File: src/hw/rtl/smct_pkg.sv
// Shared types, widths and codes for the sparse matrix coordinate table.
// Used by the controller, the datapath and the top level; depends on nothing.
`timescale 1ns / 1ps

package smct_pkg;

  localparam int ENTRIES  = 64;
  localparam int MAX_DIM  = 256;

  localparam int IDX_W    = (ENTRIES > 1) ? $clog2(ENTRIES) : 1;
  localparam int CNT_W    = $clog2(ENTRIES + 1);
  localparam int DIM_W    = (MAX_DIM > 1) ? $clog2(MAX_DIM) : 1;
  localparam int FUNC_W   = 3;
  localparam int VALUE_W  = 32;
  localparam int RES_W    = 40;
  localparam int STATUS_W = 3;
  localparam int CFG_IDX_W = 4;

  // The accumulator holds any sum of ENTRIES values without wrapping.
  localparam int ACC_W    = VALUE_W + IDX_W + 1;
  localparam int SAT_W    = ((ACC_W > RES_W) ? ACC_W : RES_W) + 1;

  localparam logic [CFG_IDX_W-1:0] CFG_ROW_LAST = CFG_IDX_W'(0);
  localparam logic [CFG_IDX_W-1:0] CFG_COL_LAST = CFG_IDX_W'(1);

  typedef enum logic [FUNC_W-1:0] {
    FN_INSERT  = 3'd0,
    FN_CHANGE  = 3'd1,
    FN_LOOKUP  = 3'd2,
    FN_ROW_SUM = 3'd3,
    FN_COL_SUM = 3'd4
  } func_t;

  typedef enum logic [STATUS_W-1:0] {
    ST_OK     = 3'd0,
    ST_EXISTS = 3'd1,
    ST_ABSENT = 3'd2,
    ST_RANGE  = 3'd3,
    ST_FULL   = 3'd4
  } status_t;

  typedef struct packed {
    logic [DIM_W-1:0]   row;
    logic [DIM_W-1:0]   col;
    logic [VALUE_W-1:0] value;
  } entry_t;

  // Controller to datapath.
  typedef struct packed {
    logic load;
    logic scan;
    logic apply;
    logic out_load;
  } dp_cmd_t;

  // Datapath to controller.
  typedef struct packed {
    logic scan_last;
  } dp_stat_t;

  localparam logic signed [SAT_W-1:0] RES_MAX_EXT = SAT_W'((64'sd1 <<< (RES_W - 1)) - 64'sd1);
  localparam logic signed [SAT_W-1:0] RES_MIN_EXT = -RES_MAX_EXT - SAT_W'(1);

  function automatic logic [RES_W-1:0] sat_sum(input logic [ACC_W-1:0] acc);
    logic signed [SAT_W-1:0] ext;
    logic signed [SAT_W-1:0] clip;
    ext = {{(SAT_W - ACC_W){acc[ACC_W-1]}}, acc};
    if (ext > RES_MAX_EXT) begin
      clip = RES_MAX_EXT;
    end else if (ext < RES_MIN_EXT) begin
      clip = RES_MIN_EXT;
    end else begin
      clip = ext;
    end
    return clip[RES_W-1:0];
  endfunction

endpackage

File: src/hw/rtl/smct_ram.sv
// Generic single-write, single-read RAM with a registered read port.
// Stands alone; holds the row, column and value words of the table.
`timescale 1ns / 1ps

module smct_ram #(
  parameter int WIDTH = 48,
  parameter int DEPTH = 64
) (
  input  logic                                          clk,
  input  logic                                          we,
  input  logic [((DEPTH > 1) ? $clog2(DEPTH) : 1)-1:0]  waddr,
  input  logic [WIDTH-1:0]                              wdata,
  input  logic [((DEPTH > 1) ? $clog2(DEPTH) : 1)-1:0]  raddr,
  output logic [WIDTH-1:0]                              rdata
);

  logic [WIDTH-1:0] mem [DEPTH];

  always_ff @(posedge clk) begin
    if (we) begin
      mem[waddr] <= wdata;
    end
    rdata <= mem[raddr];
  end

endmodule

File: src/hw/rtl/smct_ctrl.sv
// Sequencing state machine: accept, scan the table, settle, commit, deliver.
// Depends on smct_pkg for the command and status structs.
`timescale 1ns / 1ps

module smct_ctrl (
  input  logic               clk,
  input  logic               rst_n,
  input  logic               in_valid,
  output logic               in_stall,
  output logic               out_valid,
  input  logic               out_stall,
  output smct_pkg::dp_cmd_t  cmd,
  input  smct_pkg::dp_stat_t stat
);

  import smct_pkg::*;

  typedef enum logic [2:0] {
    S_IDLE,
    S_SCAN,
    S_DRAIN,
    S_APPLY,
    S_DONE
  } state_t;

  state_t state_r, state_nxt;
  logic   out_valid_r, out_valid_nxt;

  always_comb begin
    state_nxt    = state_r;
    cmd          = '0;
    unique case (state_r)
      S_IDLE: begin
        if (in_valid) begin
          cmd.load  = 1'b1;
          state_nxt = S_SCAN;
        end
      end
      S_SCAN: begin
        cmd.scan = 1'b1;
        if (stat.scan_last) begin
          state_nxt = S_DRAIN;
        end
      end
      S_DRAIN: begin
        // The last read word is compared in this cycle.
        state_nxt = S_APPLY;
      end
      S_APPLY: begin
        cmd.apply = 1'b1;
        state_nxt = S_DONE;
      end
      S_DONE: begin
        if (!out_valid_r || !out_stall) begin
          cmd.out_load = 1'b1;
          state_nxt    = S_IDLE;
        end
      end
      default: begin
        state_nxt = S_IDLE;
      end
    endcase
    out_valid_nxt = cmd.out_load | (out_valid_r & out_stall);
  end

  always_ff @(posedge clk) begin
    if (!rst_n) begin
      state_r     <= S_IDLE;
      out_valid_r <= 1'b0;
    end else begin
      state_r     <= state_nxt;
      out_valid_r <= out_valid_nxt;
    end
  end

  assign in_stall  = (state_r != S_IDLE);
  assign out_valid = out_valid_r;

endmodule

File: src/hw/rtl/smct_dp.sv
// Datapath: configuration registers, entry table, scan compare and sum, result word.
// Depends on smct_pkg and instantiates smct_ram for the entry words.
`timescale 1ns / 1ps

module smct_dp (
  input  logic                                   clk,
  input  logic                                   rst_n,
  input  smct_pkg::dp_cmd_t                      cmd,
  output smct_pkg::dp_stat_t                     stat,
  input  logic                                   cfg_we,
  input  logic [smct_pkg::CFG_IDX_W-1:0]         cfg_index,
  input  logic [smct_pkg::DIM_W-1:0]             cfg_data,
  input  logic [smct_pkg::FUNC_W-1:0]            in_func,
  input  logic [smct_pkg::DIM_W-1:0]             in_row,
  input  logic [smct_pkg::DIM_W-1:0]             in_col,
  input  logic signed [smct_pkg::VALUE_W-1:0]    in_value,
  output logic signed [smct_pkg::RES_W-1:0]      out_result,
  output logic [smct_pkg::STATUS_W-1:0]          out_status,
  output logic [smct_pkg::CNT_W-1:0]             out_stored_count
);

  import smct_pkg::*;

  logic [DIM_W-1:0]   row_last_r, col_last_r;

  logic [FUNC_W-1:0]  func_r;
  logic [DIM_W-1:0]   row_r, col_r;
  logic [VALUE_W-1:0] value_r;
  logic               bad_r;

  logic [ENTRIES-1:0] valid_r, valid_nxt;
  logic [CNT_W-1:0]   count_r, count_nxt;

  logic [IDX_W-1:0]   cnt_r;
  logic               cmp_v_r;
  logic [IDX_W-1:0]   cmp_idx_r;

  logic               found_r, free_found_r;
  logic [IDX_W-1:0]   match_idx_r, free_idx_r;
  logic [VALUE_W-1:0] match_val_r;
  logic [ACC_W-1:0]   sum_r;

  logic [RES_W-1:0]   res_r, res_nxt;
  status_t            status_r, status_nxt;

  logic               ram_we;
  logic [IDX_W-1:0]   ram_waddr;
  entry_t             ram_wdata, ram_rdata;

  logic               row_ok, col_ok, bad_in;
  logic               e_valid, row_hit, col_hit, sum_hit;

  smct_ram #(
    .WIDTH ($bits(entry_t)),
    .DEPTH (ENTRIES)
  ) u_ram (
    .clk   (clk),
    .we    (ram_we),
    .waddr (ram_waddr),
    .wdata (ram_wdata),
    .raddr (cnt_r),
    .rdata (ram_rdata)
  );

  // Range check of the incoming word against the configured bounds.
  always_comb begin
    row_ok = (in_row <= row_last_r);
    col_ok = (in_col <= col_last_r);
    unique case (in_func)
      FN_INSERT, FN_CHANGE, FN_LOOKUP: bad_in = !(row_ok && col_ok);
      FN_ROW_SUM:                      bad_in = !row_ok;
      FN_COL_SUM:                      bad_in = !col_ok;
      default:                         bad_in = 1'b0;
    endcase
  end

  assign stat.scan_last = (cnt_r == IDX_W'(ENTRIES - 1));

  assign e_valid = valid_r[cmp_idx_r];
  assign row_hit = (ram_rdata.row == row_r);
  assign col_hit = (ram_rdata.col == col_r);
  assign sum_hit = e_valid && (((func_r == FN_ROW_SUM) && row_hit) ||
                               ((func_r == FN_COL_SUM) && col_hit));

  // Commit: decide the outcome and the table update from the scan results.
  always_comb begin
    res_nxt    = '0;
    status_nxt = ST_OK;
    count_nxt  = count_r;
    valid_nxt  = valid_r;
    ram_we     = 1'b0;
    ram_waddr  = match_idx_r;
    ram_wdata  = '{row: row_r, col: col_r, value: value_r};
    if (bad_r) begin
      status_nxt = ST_RANGE;
    end else begin
      unique case (func_r)
        FN_INSERT: begin
          if (found_r) begin
            status_nxt = ST_EXISTS;
          end else if (!free_found_r) begin
            status_nxt = ST_FULL;
          end else begin
            ram_we                = cmd.apply;
            ram_waddr             = free_idx_r;
            valid_nxt[free_idx_r] = 1'b1;
            count_nxt             = count_r + CNT_W'(1);
          end
        end
        FN_CHANGE: begin
          if (!found_r) begin
            status_nxt = ST_ABSENT;
          end else if (value_r != '0) begin
            ram_we = cmd.apply;
          end else begin
            valid_nxt[match_idx_r] = 1'b0;
            if (count_r != '0) begin
              count_nxt = count_r - CNT_W'(1);
            end
          end
        end
        FN_LOOKUP: begin
          if (!found_r) begin
            status_nxt = ST_ABSENT;
          end else begin
            res_nxt = {{(RES_W - VALUE_W){match_val_r[VALUE_W-1]}}, match_val_r};
          end
        end
        FN_ROW_SUM, FN_COL_SUM: begin
          res_nxt = sat_sum(sum_r);
        end
        default: begin
          status_nxt = ST_OK;
        end
      endcase
    end
  end

  always_ff @(posedge clk) begin
    if (!rst_n) begin
      row_last_r <= DIM_W'(MAX_DIM - 1);
      col_last_r <= DIM_W'(MAX_DIM - 1);
      valid_r    <= '0;
      count_r    <= '0;
      cmp_v_r    <= 1'b0;
      cnt_r      <= '0;
    end else begin
      if (cfg_we) begin
        if (cfg_index == CFG_ROW_LAST) begin
          row_last_r <= cfg_data;
        end else if (cfg_index == CFG_COL_LAST) begin
          col_last_r <= cfg_data;
        end
      end
      cmp_v_r <= cmd.scan;
      if (cmd.load) begin
        cnt_r <= '0;
      end else if (cmd.scan) begin
        cnt_r <= cnt_r + IDX_W'(1);
      end
      if (cmd.apply) begin
        valid_r <= valid_nxt;
        count_r <= count_nxt;
      end
    end
  end

  // Payload and scan bookkeeping; no reset needed.
  always_ff @(posedge clk) begin
    cmp_idx_r <= cnt_r;
    if (cmd.load) begin
      func_r       <= in_func;
      row_r        <= in_row;
      col_r        <= in_col;
      value_r      <= in_value;
      bad_r        <= bad_in;
      found_r      <= 1'b0;
      free_found_r <= 1'b0;
      sum_r        <= '0;
    end else if (cmp_v_r) begin
      if (e_valid && row_hit && col_hit && !found_r) begin
        found_r     <= 1'b1;
        match_idx_r <= cmp_idx_r;
        match_val_r <= ram_rdata.value;
      end
      if (!e_valid && !free_found_r) begin
        free_found_r <= 1'b1;
        free_idx_r   <= cmp_idx_r;
      end
      if (sum_hit) begin
        sum_r <= sum_r + {{(ACC_W - VALUE_W){ram_rdata.value[VALUE_W-1]}}, ram_rdata.value};
      end
    end
    if (cmd.apply) begin
      res_r    <= res_nxt;
      status_r <= status_nxt;
    end
    if (cmd.out_load) begin
      out_result       <= res_r;
      out_status       <= status_r;
      out_stored_count <= count_r;
    end
  end

endmodule

File: src/hw/rtl/sparse_matrix_coordinate_table.sv
// Sparse matrix coordinate table, a bounded list of (row, column, value) cells with
// insert, change, lookup, row sum and column sum. After the edge that accepts an input
// word, the block reads every table entry through the single read port of the entry
// RAM, compares the last registered read, commits, and fills the output register,
// which waits while a previous result is still stalled. The input is stalled until
// then, so a new word is not taken before the previous one is through. A new word is
// taken once the previous one has reached the output register, even if that result is
// still stalled. Registers row_last and col_last reset to 255; the user must write
// them only while the block is idle, as the block does not enforce this. cfg_ready
// is always high. Values are signed Q16.16, sums are signed Q24.16 and saturate.
// Reset clears the table at once.
`timescale 1ns / 1ps

module sparse_matrix_coordinate_table (
  input  logic                                clk,
  input  logic                                rst_n,
  input  logic                                in_valid,
  output logic                                in_stall,
  input  logic [smct_pkg::FUNC_W-1:0]         in_func,
  input  logic [smct_pkg::DIM_W-1:0]          in_row,
  input  logic [smct_pkg::DIM_W-1:0]          in_col,
  input  logic signed [smct_pkg::VALUE_W-1:0] in_value,
  output logic                                out_valid,
  input  logic                                out_stall,
  output logic signed [smct_pkg::RES_W-1:0]   out_result,
  output logic [smct_pkg::STATUS_W-1:0]       out_status,
  output logic [smct_pkg::CNT_W-1:0]          out_stored_count,
  input  logic                                cfg_valid,
  output logic                                cfg_ready,
  input  logic [smct_pkg::CFG_IDX_W-1:0]      cfg_index,
  input  logic [smct_pkg::DIM_W-1:0]          cfg_data
);

  import smct_pkg::*;

  dp_cmd_t  cmd;
  dp_stat_t stat;

  assign cfg_ready = 1'b1;

  smct_ctrl u_ctrl (
    .clk       (clk),
    .rst_n     (rst_n),
    .in_valid  (in_valid),
    .in_stall  (in_stall),
    .out_valid (out_valid),
    .out_stall (out_stall),
    .cmd       (cmd),
    .stat      (stat)
  );

  smct_dp u_dp (
    .clk              (clk),
    .rst_n            (rst_n),
    .cmd              (cmd),
    .stat             (stat),
    .cfg_we           (cfg_valid & cfg_ready),
    .cfg_index        (cfg_index),
    .cfg_data         (cfg_data),
    .in_func          (in_func),
    .in_row           (in_row),
    .in_col           (in_col),
    .in_value         (in_value),
    .out_result       (out_result),
    .out_status       (out_status),
    .out_stored_count (out_stored_count)
  );

endmodule
File: config.mk
export PLATFORM = sky130hd
export DESIGN_NAME = sparse_matrix_coordinate_table
export DESIGN_NICKNAME = d
export VERILOG_FILES = /design/src/hw/rtl/smct_pkg.sv /design/src/hw/rtl/smct_ram.sv /design/src/hw/rtl/smct_ctrl.sv /design/src/hw/rtl/smct_dp.sv /design/src/hw/rtl/sparse_matrix_coordinate_table.sv
export SDC_FILE = /design/constraint.sdc
export NUM_CORES = 2
export LEC_CHECK = 0
export BUFFER_PORTS_ARGS = -buffer_cell sky130_fd_sc_hd__buf_4
export CAP_MARGIN = 20
export CORE_MARGIN = 1
export CORE_UTILIZATION = 31
export DETAILED_ROUTE_END_ITERATION = 8
export PLACE_DENSITY = 0.49
export SYNTH_ARGS = -nofsm -noshare
export SYNTH_HDL_FRONTEND = slang
export SYNTH_HIERARCHICAL = 1
export SYNTH_SLANG_ARGS = --single-unit
export TNS_END_PERCENT = 1
File: constraint.sdc
create_clock -name clk -period 9.2 [get_ports clk]
set_input_delay 0.92 -clock clk [delete_from_list [all_inputs] [get_ports clk]]
set_output_delay 0.92 -clock clk [all_outputs]
set_load 0.02 [all_outputs]
==> impl_metrics.json <==
{
  "r2r_end": "u_dp/u_ram/mem[53][38]",
  "antenna_found_initial": 19,
  "ant_nets": 0,
  "seq_area_frac_synth_pct": 76.7,
  "syn_nets": 6528,
  "r2r_slack_ps": 3320,
  "fin_cells": 12800,
  "finalCritPeriodShare_pct": 64.0,
  "drive_gt1_share_pct": 25.3,
  "worstSkewPairLatency_ps": 940,
  "hpwl_um": 221000,
  "crit_path_start_kind": "flop",
  "synthCells": 6398,
  "dr.pass1.iters": 5,
  "async_flop_share_pct": 0,
  "die_area_sq_um": 431000,
  "crit_start": "u_dp/value_r[9]",
  "power_density_nw_per_um2": 215,
  "io_pins": 121,
  "relSlewSlack_pct": 20.7,
  "mostFrequentLayoutCells": "edfxtp_1 (3261), mux4_2 (763), clkbuf_16 (373)",
  "syn_to_final_growth_pct": 15.5,
  "grt_pass1_wl_um": 548000,
  "synthSimpleGateAreaFrac_pct": 2.39,
  "fin_nets": 6919,
  "worstMarginPinSlew_ps": 1190,
  "synth_top_family_by_area": "multiplexers",
  "crit_type": "flop to flop",
  "fmax_mhz": 170,
  "port_buffers": 119,
  "clkTransAtPathRegs_ps": 60,
  "critical_path_arrival_ps": 6430,
  "ctsHoldBuffers": 0,
  "overflow": 0,
  "status": "complete, no violations",
  "synthMuxAreaShare_pct": 13.9,
  "start_util_pct": 31.2,
  "die_w_um": 656,
  "h-tree-depth": 5,
  "cts_inserted_buffers": 363,
  "vias": 67600,
  "ys_warn_count": 6,
  "worst-r2r-cell-count": 11,
  "die_y_um": 656,
  "required_ps": 9740,
  "synth_xor_area_share_pct": 0.370,
  "vdd_drop_max_v": 0.000162,
  "drtIter0Drc": 7544,
  "postCtsSetupRepairBufs": 0,
  "rows": 239,
  "netlist_area_sq_um": 133000,
  "syn_avg_cell_area_sq_um": 20.7,
  "synth_flop_cell": "edfxtp_1",
  "synth_fa_ha_area_share_pct": 0.596,
  "max-cap-violations": 0,
  "clock_skew_ps": 48.0,
  "ys_seq_elements": 3454,
  "cts_tree": "yes",
  "cts.sinks": 3454,
  "synth-compound-area-share_pct": 4.56,
  "cp-end-kind": "flop",
  "core-area_sq_um": 425000,
  "slew_violations": 0,
  "power_leakage_nw": 46.8,
  "ys_types": 83,
  "period_needed_ps": 5880,
  "rr_startpoint": "u_dp/value_r[9]",
  "worst_hold_slack_ps": 175,
  "final_common_cell": "edfxtp_1",
  "path_max_fanout": 65,
  "wirelength_um": 397000,
  "rsz0062_at_grt": "no",
  "clock_path_buffers": 4,
  "grt_start_max_net_pins": 94,
  "gp_congestion": 0.798,
  "post-place-cells": 12100,
  "cts_resized": 0,
  "via_per_inst": 5.30,
  "fin_setup_tns_ps": 0,
  "grt_usage_pct": 18.0,
  "root_buffer": "clkbuf_16",
  "wl_per_cell_um": 31.1,
  "endpoint": "u_dp/u_ram/mem[53][38]",
  "hold_viol_final": 0,
  "hold_class": "input pin to flop",
  "synth_edf_count": 3261,
  "post-route-drc-count": 0,
  "finalSetupViolCount": 0,
  "grt_pass1_vias": 68300
}
[worst min path at each step]
stage | cells after the start | endpoint | start
after global routing | 1 | u_dp/row_r[2] | in_row[2]
final | 1 | u_dp/value_r[30] | in_value[30]
after detailed placement | 0 | u_dp/out_result[23] | u_dp/res_r[23]
after floorplan | 0 | u_dp/cmp_idx_r[1] | u_dp/cnt_r[1]
after global placement | 0 | u_dp/out_result[23] | u_dp/res_r[23]
after CTS | 1 | u_dp/row_r[2] | in_row[2]
[logic make-up after synthesis]
group,after synthesis
flops,3454
mux,883
compound gates,871
simple gates,685
buf+inv,386
fa+ha+maj,62
xor+xnor,56
other cells,1
[critical path: stages (launching register included)]
cell	delay, ps
edfxtp_1	320
buf_4	520
nor4_1	270
buf_4	240
nand4_1	150
nor2_1	190
o21a_1	240
nor2_1	670
nor2b_1	280
nand4_1	630
nor2_4	1040
buf_4	810
[state kept, by name (all words and copies together) (netlist names), 3 cells and up]
register               flops
u_dp/match_val_r          32
u_dp/sum_r                39
u_dp/count_r               7
u_dp/func_r                3
u_dp/u_ram/mem          3072
u_dp/u_ram/rdata          48
u_dp/col_r                 8
u_dp/res_r                40
u_ctrl/state_r             3
u_dp/col_last_r            8
u_dp/match_idx_r           6
u_dp/valid_r              64
u_dp/row_r                 8
u_dp/out_status            3
u_dp/cmp_idx_r             6
u_dp/value_r              32
u_dp/free_idx_r            6
u_dp/out_stored_count      7
u_dp/cnt_r                 6
u_dp/row_last_r            8
u_dp/out_result           40
u_dp/status_r              3
[through the flow]
step	instance area [sq um]	util (%)	setup WS [ps]	total power, mW
final	153000	36.1	3320	32.9
after floorplan	133000	-	2860	18.3
after global placement	141000	33.3	3490	18.7
after CTS	153000	36.0	3370	33.2
after global routing	153000	36.1	3230	33.8
after detailed placement	142000	33.3	3400	18.8
[cell usage after synthesis (all sizes together), types with 68 or more instances]
cell / number / area (sq um)
edfxtp: 3261 / 97900
mux4: 763 / 17200
nand2: 239 / 897
nor2: 222 / 841
buf: 201 / 1270
dfxtp: 193 / 3860
a21oi: 157 / 790
clkbuf: 144 / 556
o22ai: 132 / 832
a22oi: 107 / 803
mux2i: 98 / 981
o21ai: 94 / 470
a221oi: 83 / 727
a22o: 68 / 596
[where the power goes]
| part | switching, mW | internal, mW |
|---|---|---|
| Clock | 6.09 | 8.40 |
| Combinational | 0.710 | 0.414 |
| Sequential | 0.0445 | 17.2 |
| Total | 6.85 | 26.0 |
[metal layers]
metal / global-route usage, % / wire length, um / vias up
met5: 0 / 26 / -
met4: 5.05 / 11100 / 4
met3: 2.39 / 23600 / 501
met2: 30.1 / 195000 / 2382
met1: 24.6 / 168000 / 37100
li1: - / - / 27600
[cell type report]
| class | instances | area, sq um |
|---|---|---|
| fillers | 39000 | 272000 |
| flip-flops and latches | 3454 | 102000 |
| multi-input cells | 2558 | 29500 |
| clock buffers | 483 | 9930 |
| well taps | 5663 | 7090 |
| repair buffers | 374 | 3040 |
| clock inverters | 175 | 1730 |
| inverters | 38 | 143 |
| diodes | 9 | 22.5 |
Note: power is estimated with default switching activity, not from simulation.
